**src/hw/rtl/sha_pkg.sv**
```systemverilog
// SHA-256 package: states, constants, round constant table, rotate helper.
package sha_pkg;

   typedef enum logic [2:0] {
      ST_IDLE,
      ST_LOAD,
      ST_ROUND,
      ST_ADD,
      ST_DONE
   } sha_state_type;

   localparam logic [7:0]  PAD_BYTE     = 8'h80;
   localparam logic [5:0]  LEN_OFFSET   = 6'd56;
   localparam logic [60:0] BYTE_TOT_MAX = {61{1'b1}};

   localparam logic [31:0] INIT_H [8] = '{
      32'h6a09e667, 32'hbb67ae85, 32'h3c6ef372, 32'ha54ff53a,
      32'h510e527f, 32'h9b05688c, 32'h1f83d9ab, 32'h5be0cd19
   };

   localparam logic [31:0] ROUND_K [64] = '{
      32'h428a2f98, 32'h71374491, 32'hb5c0fbcf, 32'he9b5dba5,
      32'h3956c25b, 32'h59f111f1, 32'h923f82a4, 32'hab1c5ed5,
      32'hd807aa98, 32'h12835b01, 32'h243185be, 32'h550c7dc3,
      32'h72be5d74, 32'h80deb1fe, 32'h9bdc06a7, 32'hc19bf174,
      32'he49b69c1, 32'hefbe4786, 32'h0fc19dc6, 32'h240ca1cc,
      32'h2de92c6f, 32'h4a7484aa, 32'h5cb0a9dc, 32'h76f988da,
      32'h983e5152, 32'ha831c66d, 32'hb00327c8, 32'hbf597fc7,
      32'hc6e00bf3, 32'hd5a79147, 32'h06ca6351, 32'h14292967,
      32'h27b70a85, 32'h2e1b2138, 32'h4d2c6dfc, 32'h53380d13,
      32'h650a7354, 32'h766a0abb, 32'h81c2c92e, 32'h92722c85,
      32'ha2bfe8a1, 32'ha81a664b, 32'hc24b8b70, 32'hc76c51a3,
      32'hd192e819, 32'hd6990624, 32'hf40e3585, 32'h106aa070,
      32'h19a4c116, 32'h1e376c08, 32'h2748774c, 32'h34b0bcb5,
      32'h391c0cb3, 32'h4ed8aa4a, 32'h5b9cca4f, 32'h682e6ff3,
      32'h748f82ee, 32'h78a5636f, 32'h84c87814, 32'h8cc70208,
      32'h90befffa, 32'ha4506ceb, 32'hbef9a3f7, 32'hc67178f2
   };

   function automatic logic [31:0] ror32(input logic [31:0] v, input int n);
      return (v >> n) | (v << (32 - n));
   endfunction

endpackage

```
**src/hw/rtl/sha256_stream_hasher.sv**
```systemverilog
// SHA-256 stream hasher top level: byte buffer, round unit, padding, digest out.
//
//   channel | dir | tdata                                   | tuser
//   req     | in  | data_byte[7:0]                          | {message_end, byte_present}
//   rsp     | out | digest_part0..3 (part0 lowest 64 bits)  | length_overflow
//
// A byte that leaves the block partial is taken without a stall. A byte that
// fills a block, or a closing transaction, runs the shared round unit: ST_LOAD
// shifts the block words into the schedule window, ST_ROUND runs the 64 rounds
// and ST_ADD updates the hash words, all with req_tready low. A close then
// moves the digest into the output register in ST_DONE, after a second padding
// block when it needs one. Reset clears control state and reloads the initial
// hash words; the block buffer keeps no reset since every byte is written
// before it is read. A finished digest waits in the output register while
// bytes keep flowing; only the next close holds in ST_DONE until it is taken.
module sha256_stream_hasher
   import sha_pkg::*;
(
   input  logic         clock,
   input  logic         reset,
   input  logic         req_tvalid,
   output logic         req_tready,
   input  logic [7:0]   req_tdata,   // [7:0] data_byte
   input  logic [1:0]   req_tuser,   // [0] byte_present, [1] message_end
   output logic         rsp_tvalid,
   input  logic         rsp_tready,
   output logic [255:0] rsp_tdata,   // [63:0] part0 .. [255:192] part3
   output logic         rsp_tuser    // [0] length_overflow
);

   sha_state_type state_ff, state_in;

   logic [31:0] blk_ff [16];        // block buffer, big-endian words
   logic [31:0] blk_in [16];
   logic [5:0]  fill_ff, fill_in;
   logic [60:0] total_ff, total_in;
   logic        ovf_ff, ovf_in;
   logic [31:0] h_ff [8];
   logic [31:0] a_ff [8];           // working variables a..h
   logic [31:0] w_ff [16];          // schedule window
   logic [6:0]  cnt_ff;
   logic        closing_ff;         // current block is padding of a close
   logic        second_ff;          // another padding block follows
   logic [255:0] dig_ff;
   logic        dig_ovf_ff;
   logic        rsp_v_ff;

   logic acc, byte_acc, wrap, dig_load;
   logic byte_pres, msg_end;
   assign byte_pres = req_tuser[0];
   assign msg_end   = req_tuser[1];
   assign acc       = req_tvalid && req_tready;
   assign byte_acc  = acc && byte_pres;

   // next state
   always_comb begin
      state_in = state_ff;
      unique case (state_ff)
         ST_IDLE: begin
            if (acc && (wrap || msg_end)) begin
               state_in = ST_LOAD;
            end
         end
         ST_LOAD:  if (cnt_ff == 7'd15) state_in = ST_ROUND;
         ST_ROUND: if (cnt_ff == 7'd63) state_in = ST_ADD;
         ST_ADD: begin
            if (second_ff) state_in = ST_LOAD;
            else if (closing_ff) state_in = ST_DONE;
            else state_in = ST_IDLE;
         end
         ST_DONE:  if (dig_load) state_in = ST_IDLE;
         default:  state_in = ST_IDLE;
      endcase
   end

   // outputs
   always_comb begin
      req_tready = (state_ff == ST_IDLE);
      // hold the close until the previous digest has left the output register
      dig_load   = (state_ff == ST_DONE) && (!rsp_v_ff || rsp_tready);
   end

   assign rsp_tvalid = rsp_v_ff;
   assign rsp_tdata  = dig_ff;
   assign rsp_tuser  = dig_ovf_ff;

   // byte count and fill level after the accepted transaction
   always_comb begin
      fill_in  = byte_acc ? fill_ff + 6'd1 : fill_ff;
      total_in = total_ff;
      ovf_in   = ovf_ff;
      if (byte_acc) begin
         if (total_ff == BYTE_TOT_MAX) ovf_in = 1'b1;
         else total_in = total_ff + 61'd1;
      end
   end

   assign wrap = byte_acc && (fill_in == 6'd0);   // the byte completed a block

   logic [63:0] bits;
   logic [4:0]  byte_lane, pad_lane;
   assign bits      = {total_in, 3'b000};
   assign byte_lane = {~fill_ff[1:0], 3'b000};
   assign pad_lane  = {~fill_in[1:0], 3'b000};

   // block buffer: append byte, pad on close, build the trailing block
   always_comb begin
      blk_in = blk_ff;
      if (acc) begin
         if (byte_pres) blk_in[fill_ff[5:2]][byte_lane +: 8] = req_tdata;
         if (msg_end && !wrap) begin
            blk_in[fill_in[5:2]][pad_lane +: 8] = PAD_BYTE;
            for (int j = 0; j < 16; j++) begin
               for (int k = 0; k < 4; k++) begin
                  if ({j[3:0], k[1:0]} > fill_in) blk_in[j][8*(3-k) +: 8] = 8'h00;
               end
            end
            if (fill_in < LEN_OFFSET) begin
               blk_in[14] = bits[63:32];
               blk_in[15] = bits[31:0];
            end
         end
      end else if (state_ff == ST_ADD && second_ff) begin
         // pad byte only if not yet placed
         for (int j = 0; j < 14; j++) blk_in[j] = 32'h00000000;
         if (fill_ff == 6'd0) blk_in[0] = {PAD_BYTE, 24'h000000};
         blk_in[14] = bits[63:32];
         blk_in[15] = bits[31:0];
      end
   end

   always_ff @(posedge clock) begin
      blk_ff <= blk_in;
   end

   // round datapath
   logic [31:0] wcur, s0, s1, wnew, t1, t2, ch, maj, ld_word;
   assign ld_word = blk_ff[cnt_ff[3:0]];
   assign s0   = ror32(w_ff[1], 7) ^ ror32(w_ff[1], 18) ^ (w_ff[1] >> 3);
   assign s1   = ror32(w_ff[14], 17) ^ ror32(w_ff[14], 19) ^ (w_ff[14] >> 10);
   assign wnew = w_ff[0] + s0 + w_ff[9] + s1;
   assign wcur = w_ff[0];
   assign ch   = (a_ff[4] & a_ff[5]) ^ (~a_ff[4] & a_ff[6]);
   assign maj  = (a_ff[0] & a_ff[1]) ^ (a_ff[0] & a_ff[2]) ^ (a_ff[1] & a_ff[2]);
   assign t1   = a_ff[7] + (ror32(a_ff[4], 6) ^ ror32(a_ff[4], 11) ^ ror32(a_ff[4], 25))
               + ch + ROUND_K[cnt_ff[5:0]] + wcur;
   assign t2   = (ror32(a_ff[0], 2) ^ ror32(a_ff[0], 13) ^ ror32(a_ff[0], 22)) + maj;

   always_ff @(posedge clock) begin
      if (reset) begin
         state_ff   <= ST_IDLE;
         fill_ff    <= '0;
         total_ff   <= '0;
         ovf_ff     <= 1'b0;
         cnt_ff     <= '0;
         closing_ff <= 1'b0;
         second_ff  <= 1'b0;
         rsp_v_ff   <= 1'b0;
         for (int i = 0; i < 8; i++) h_ff[i] <= INIT_H[i];
      end else begin
         state_ff <= state_in;
         if (dig_load) rsp_v_ff <= 1'b1;
         else if (rsp_tready) rsp_v_ff <= 1'b0;
         unique case (state_ff)
            ST_IDLE: begin
               cnt_ff <= '0;
               if (acc) begin
                  fill_ff    <= fill_in;
                  total_ff   <= total_in;
                  ovf_ff     <= ovf_in;
                  closing_ff <= msg_end;
                  // a byte that filled the block pushes all padding to a second block
                  second_ff  <= msg_end && (wrap || fill_in >= LEN_OFFSET);
               end
            end
            ST_LOAD: begin
               w_ff[cnt_ff[3:0]] <= ld_word;
               if (cnt_ff == 7'd0) for (int i = 0; i < 8; i++) a_ff[i] <= h_ff[i];
               cnt_ff <= (cnt_ff == 7'd15) ? 7'd0 : cnt_ff + 7'd1;
            end
            ST_ROUND: begin
               for (int i = 0; i < 15; i++) w_ff[i] <= w_ff[i+1];
               w_ff[15] <= wnew;
               a_ff[0] <= t1 + t2;
               a_ff[1] <= a_ff[0];
               a_ff[2] <= a_ff[1];
               a_ff[3] <= a_ff[2];
               a_ff[4] <= a_ff[3] + t1;
               a_ff[5] <= a_ff[4];
               a_ff[6] <= a_ff[5];
               a_ff[7] <= a_ff[6];
               cnt_ff  <= cnt_ff + 7'd1;
            end
            ST_ADD: begin
               cnt_ff <= '0;
               for (int i = 0; i < 8; i++) h_ff[i] <= h_ff[i] + a_ff[i];
               if (second_ff) second_ff <= 1'b0;
            end
            ST_DONE: begin
               if (dig_load) begin
                  for (int i = 0; i < 4; i++) begin
                     dig_ff[64*i +: 64] <= {h_ff[2*i], h_ff[2*i+1]};
                  end
                  dig_ovf_ff <= ovf_ff;
                  for (int i = 0; i < 8; i++) h_ff[i] <= INIT_H[i];
                  fill_ff    <= '0;
                  total_ff   <= '0;
                  ovf_ff     <= 1'b0;
                  closing_ff <= 1'b0;
               end
            end
            default: ;
         endcase
      end
   end

endmodule

```
**config.mk**
```make
export PLATFORM = sky130hd
export DESIGN_NAME = sha256_stream_hasher
export DESIGN_NICKNAME = d
export VERILOG_FILES = /design/src/hw/rtl/sha_pkg.sv /design/src/hw/rtl/sha256_stream_hasher.sv
export SDC_FILE = /design/constraint.sdc
export NUM_CORES = 2
export LEC_CHECK = 0
export ABC_CLOCK_PERIOD_IN_PS = 50500
export BUFFER_PORTS_ARGS = -buffer_cell sky130_fd_sc_hd__buf_4
export CAP_MARGIN = 30
export CORE_ASPECT_RATIO = 0.6
export CORE_UTILIZATION = 50
export DETAILED_ROUTE_END_ITERATION = 10
export PLACE_DENSITY_LB_ADDON = 0.1
export RECOVER_POWER = 25
export SLEW_MARGIN = 10
export SYNTH_ARGS = -nofsm -noshare
export SYNTH_HDL_FRONTEND = slang
export SYNTH_SLANG_ARGS = --single-unit
```
**constraint.sdc**
```tcl
create_clock -name clock -period 50.5 [get_ports clock]
set_input_delay 12.625 -clock clock [delete_from_list [all_inputs] [get_ports clock]]
set_output_delay 12.625 -clock clock [all_outputs]
set_load 0.005 [all_outputs]
```
==> flow_summary.toml <==
[sta]
slew_viol_final = 825
setup_tns_ns = 0
worst_slew_pin_slew_ns = 4.20
final.period_utilization_pct = 41.9
timing.fmax_ghz = 0.0473
setup_violations = 0
slew_headroom_pct = -180
fin_skew_ns = 0.0736
rsz0062_at_grt = "no"
hold_violations = 0
fin_crit_ns = 21.15

[cells_and_area]
n_fill_cell = 18637
regArea_sq_um = 54200
finish.net_count = 11255
syn2layout_area_growth_pct = 10.4
fin_area_sq_um = 119000
multi_input_area_sq_um = 50700
layout_common_cells = "nand2_1 (2123), edfxtp_1 (1665), nor2_1 (1124)"
final_common_cell = "nand2_1"
drive_above_1_share_pct = 9.83

[die]
fp.coreArea_sq_um = 214000
io_pins = 273
die_w_um = 602
die_area_sq_um = 218000
rows = 131
initial_core_util_pct = 50.6
die_h_um = 362

[clock_tree]
htree_levels = 4
clkSinkCount = 1874
clk_latency_ns = 0.89
cts_setup_buffers = 0
cts_hold_buf = 0
cts_tree = "built"
cts_buffers = 189
cts_root_buf = "clkbuf_16"
clockBufferDepth = 4
clkTransAtPathRegs_ns = 0.06
cts_resized = 0

[pwr]
vdd_drop_max_mv = 0.0955
p_leak_nw = 43.3
power_density_nw_per_um2 = 46.7

[drt]
dr_total_vias = 86479
drc_errors = 0
first_pass_iters = 7
wl_um = 395000
viasPerCell = 6.33
wl_per_cell_um = 28.9
antenna_left = 0
drtIter0Drc = 13515

[setup_path]
critPathLaunchType = "input pin"
crit_type = "input pin to register"
cp-end-kind = "register"
worstPathMaxFanout = 68
crit_required_ns = 51.00
arrival_ns = 21.66

[synthesis]
synth-seq-cells = 1874
synth_seq_area_share_pct = 50.1
ys.flop_type = "edfxtp_1"
synth_edf_count = 1665
synthCells = 10571
synth_cell_types = 107
synthArstFlopShare_pct = 0
avgSynthCellArea_sq_um = 10.2
yosysWarnings = 0
synth_area_sq_um = 108000
syn_nets = 11175

[global_route]
grt_util_all_layers_pct = 35.4
grt_overflow = 0
grt_first_pass_wirelength_um = 561000
grt_max_degree = 185
antenna_found_initial = 17
grt_pass1_vias = 77884

[status]
status = "complete, but fails checks"
violations = "capacitance limit, slew limit"

[placement]
portBuffers = 272
gp_congestion = 1.05
dpl.hpwl_um = 296000
post_dp_cell_area_sq_um = 113000

[hold_path]
hp-class = "register to register"

[run]
drv_cap = 21
-- path summary, 6_finish.rpt --
kind,start,endpoint,slack [ns],cells past startpoint
min reg2reg,ovf_ff,rsp_tuser,0.45,0
max reg2reg,cnt_ff[3],a_ff[0][29],39.71,30
max,req_tvalid,blk_ff[212],29.35,9
min,ovf_ff,rsp_tuser,0.45,0
-- cells in the mapped netlist (all sizes together) (163+ instances only) --
cell,instances,area share [%]
nand2,2128,7.4
edfxtp,1665,46
nor2,1134,4.0
a21oi,838,3.9
o21ai,523,2.4
clkbuf,501,1.7
xnor2,410,3.3
ha,395,4.6
inv,302,1.0
dfxtp,209,3.9
xor2,208,1.7
fa,195,3.6
a21o,168,1.2
mux4,163,3.4
-- critical path, cell delays in order --
cell and delay, ns:
clkbuf_1 0.14, nand2_1 0.09, nand2_1 0.75, clkbuf_1 2.16, clkbuf_1 2.98, buf_4 0.97, buf_4 0.60, buf_16 0.31
buf_4 0.76
-- routing by layer --
layer  up-vias  global-route usage, %  wire length, um
met4        27                   6.96             8420
met3       532                   16.7            69000
met1     42566                   56.5           177000
li1      37787                      -                -
met5         -                   1.25              527
met2      5567                   41.9           140000
-- cell families (layout without fill, tap and decap cells) --
| family | count (synthesis) | in the layout | synth area share (%) |
|---|---|---|---|
| AO/OA/AOI/OAI | 2241 | 2241 | 12.7 |
| XOR/XNOR | 619 | 619 | 5.03 |
| adder cells (fa/ha/maj) | 614 | 614 | 8.40 |
| buffers and inverters | 886 | 1113 | 3.13 |
| flip-flops | 1874 | 1874 | 50.1 |
| multiplexers | 349 | 349 | 5.20 |
| other | 0 | 10 | 0 |
| AND/OR/NAND/NOR | 3988 | 3988 | 15.4 |
-- flip-flops by register name, indices dropped and copies added, names as in the netlist, 3 cells and up --
register	flops
fill_ff	6
blk_ff	512
cnt_ff	7
state_ff	3
w_ff	512
total_ff	61
rsp_tdata	256
a_ff	256
h_ff	256
-- where the power goes --
group	internal, mW	switching [mW]
clock	0.812	0.647
sequential	1.77	0.0512
combinational	0.794	1.50
total	3.38	2.20
-- final cells by class --
type / count / area share, %
clock buffer: 232 / 4.16
antenna: 10 / 0.0210
inverter: 304 / 0.959
tap: 2859 / 3.00
sequential: 1874 / 45.4
multi-input combinational: 7811 / 42.4
clock inverter: 106 / 0.967
timing repair buffer: 471 / 3.08
-- per-stage QoR --
stage | setup slack, ns | total power [mW] | utilization [%] | hold slack [ns] | std cells
2_1_floorplan | 25.02 | 3.19 | - | 0.409 | 10571
4_1_cts | 34.05 | 5.45 | 55.8 | 0.443 | 13629
3_3_place_gp | 33.01 | 3.96 | 52.8 | 0.422 | 13271
5_1_grt | 29.12 | 5.77 | 55.9 | 0.455 | 13661
3_5_place_dp | 33.09 | 4.00 | 52.9 | 0.427 | 13291
6_report | 29.35 | 5.58 | 55.9 | 0.454 | 13667
No activity file was read; power rests on OpenSTA's default activity.
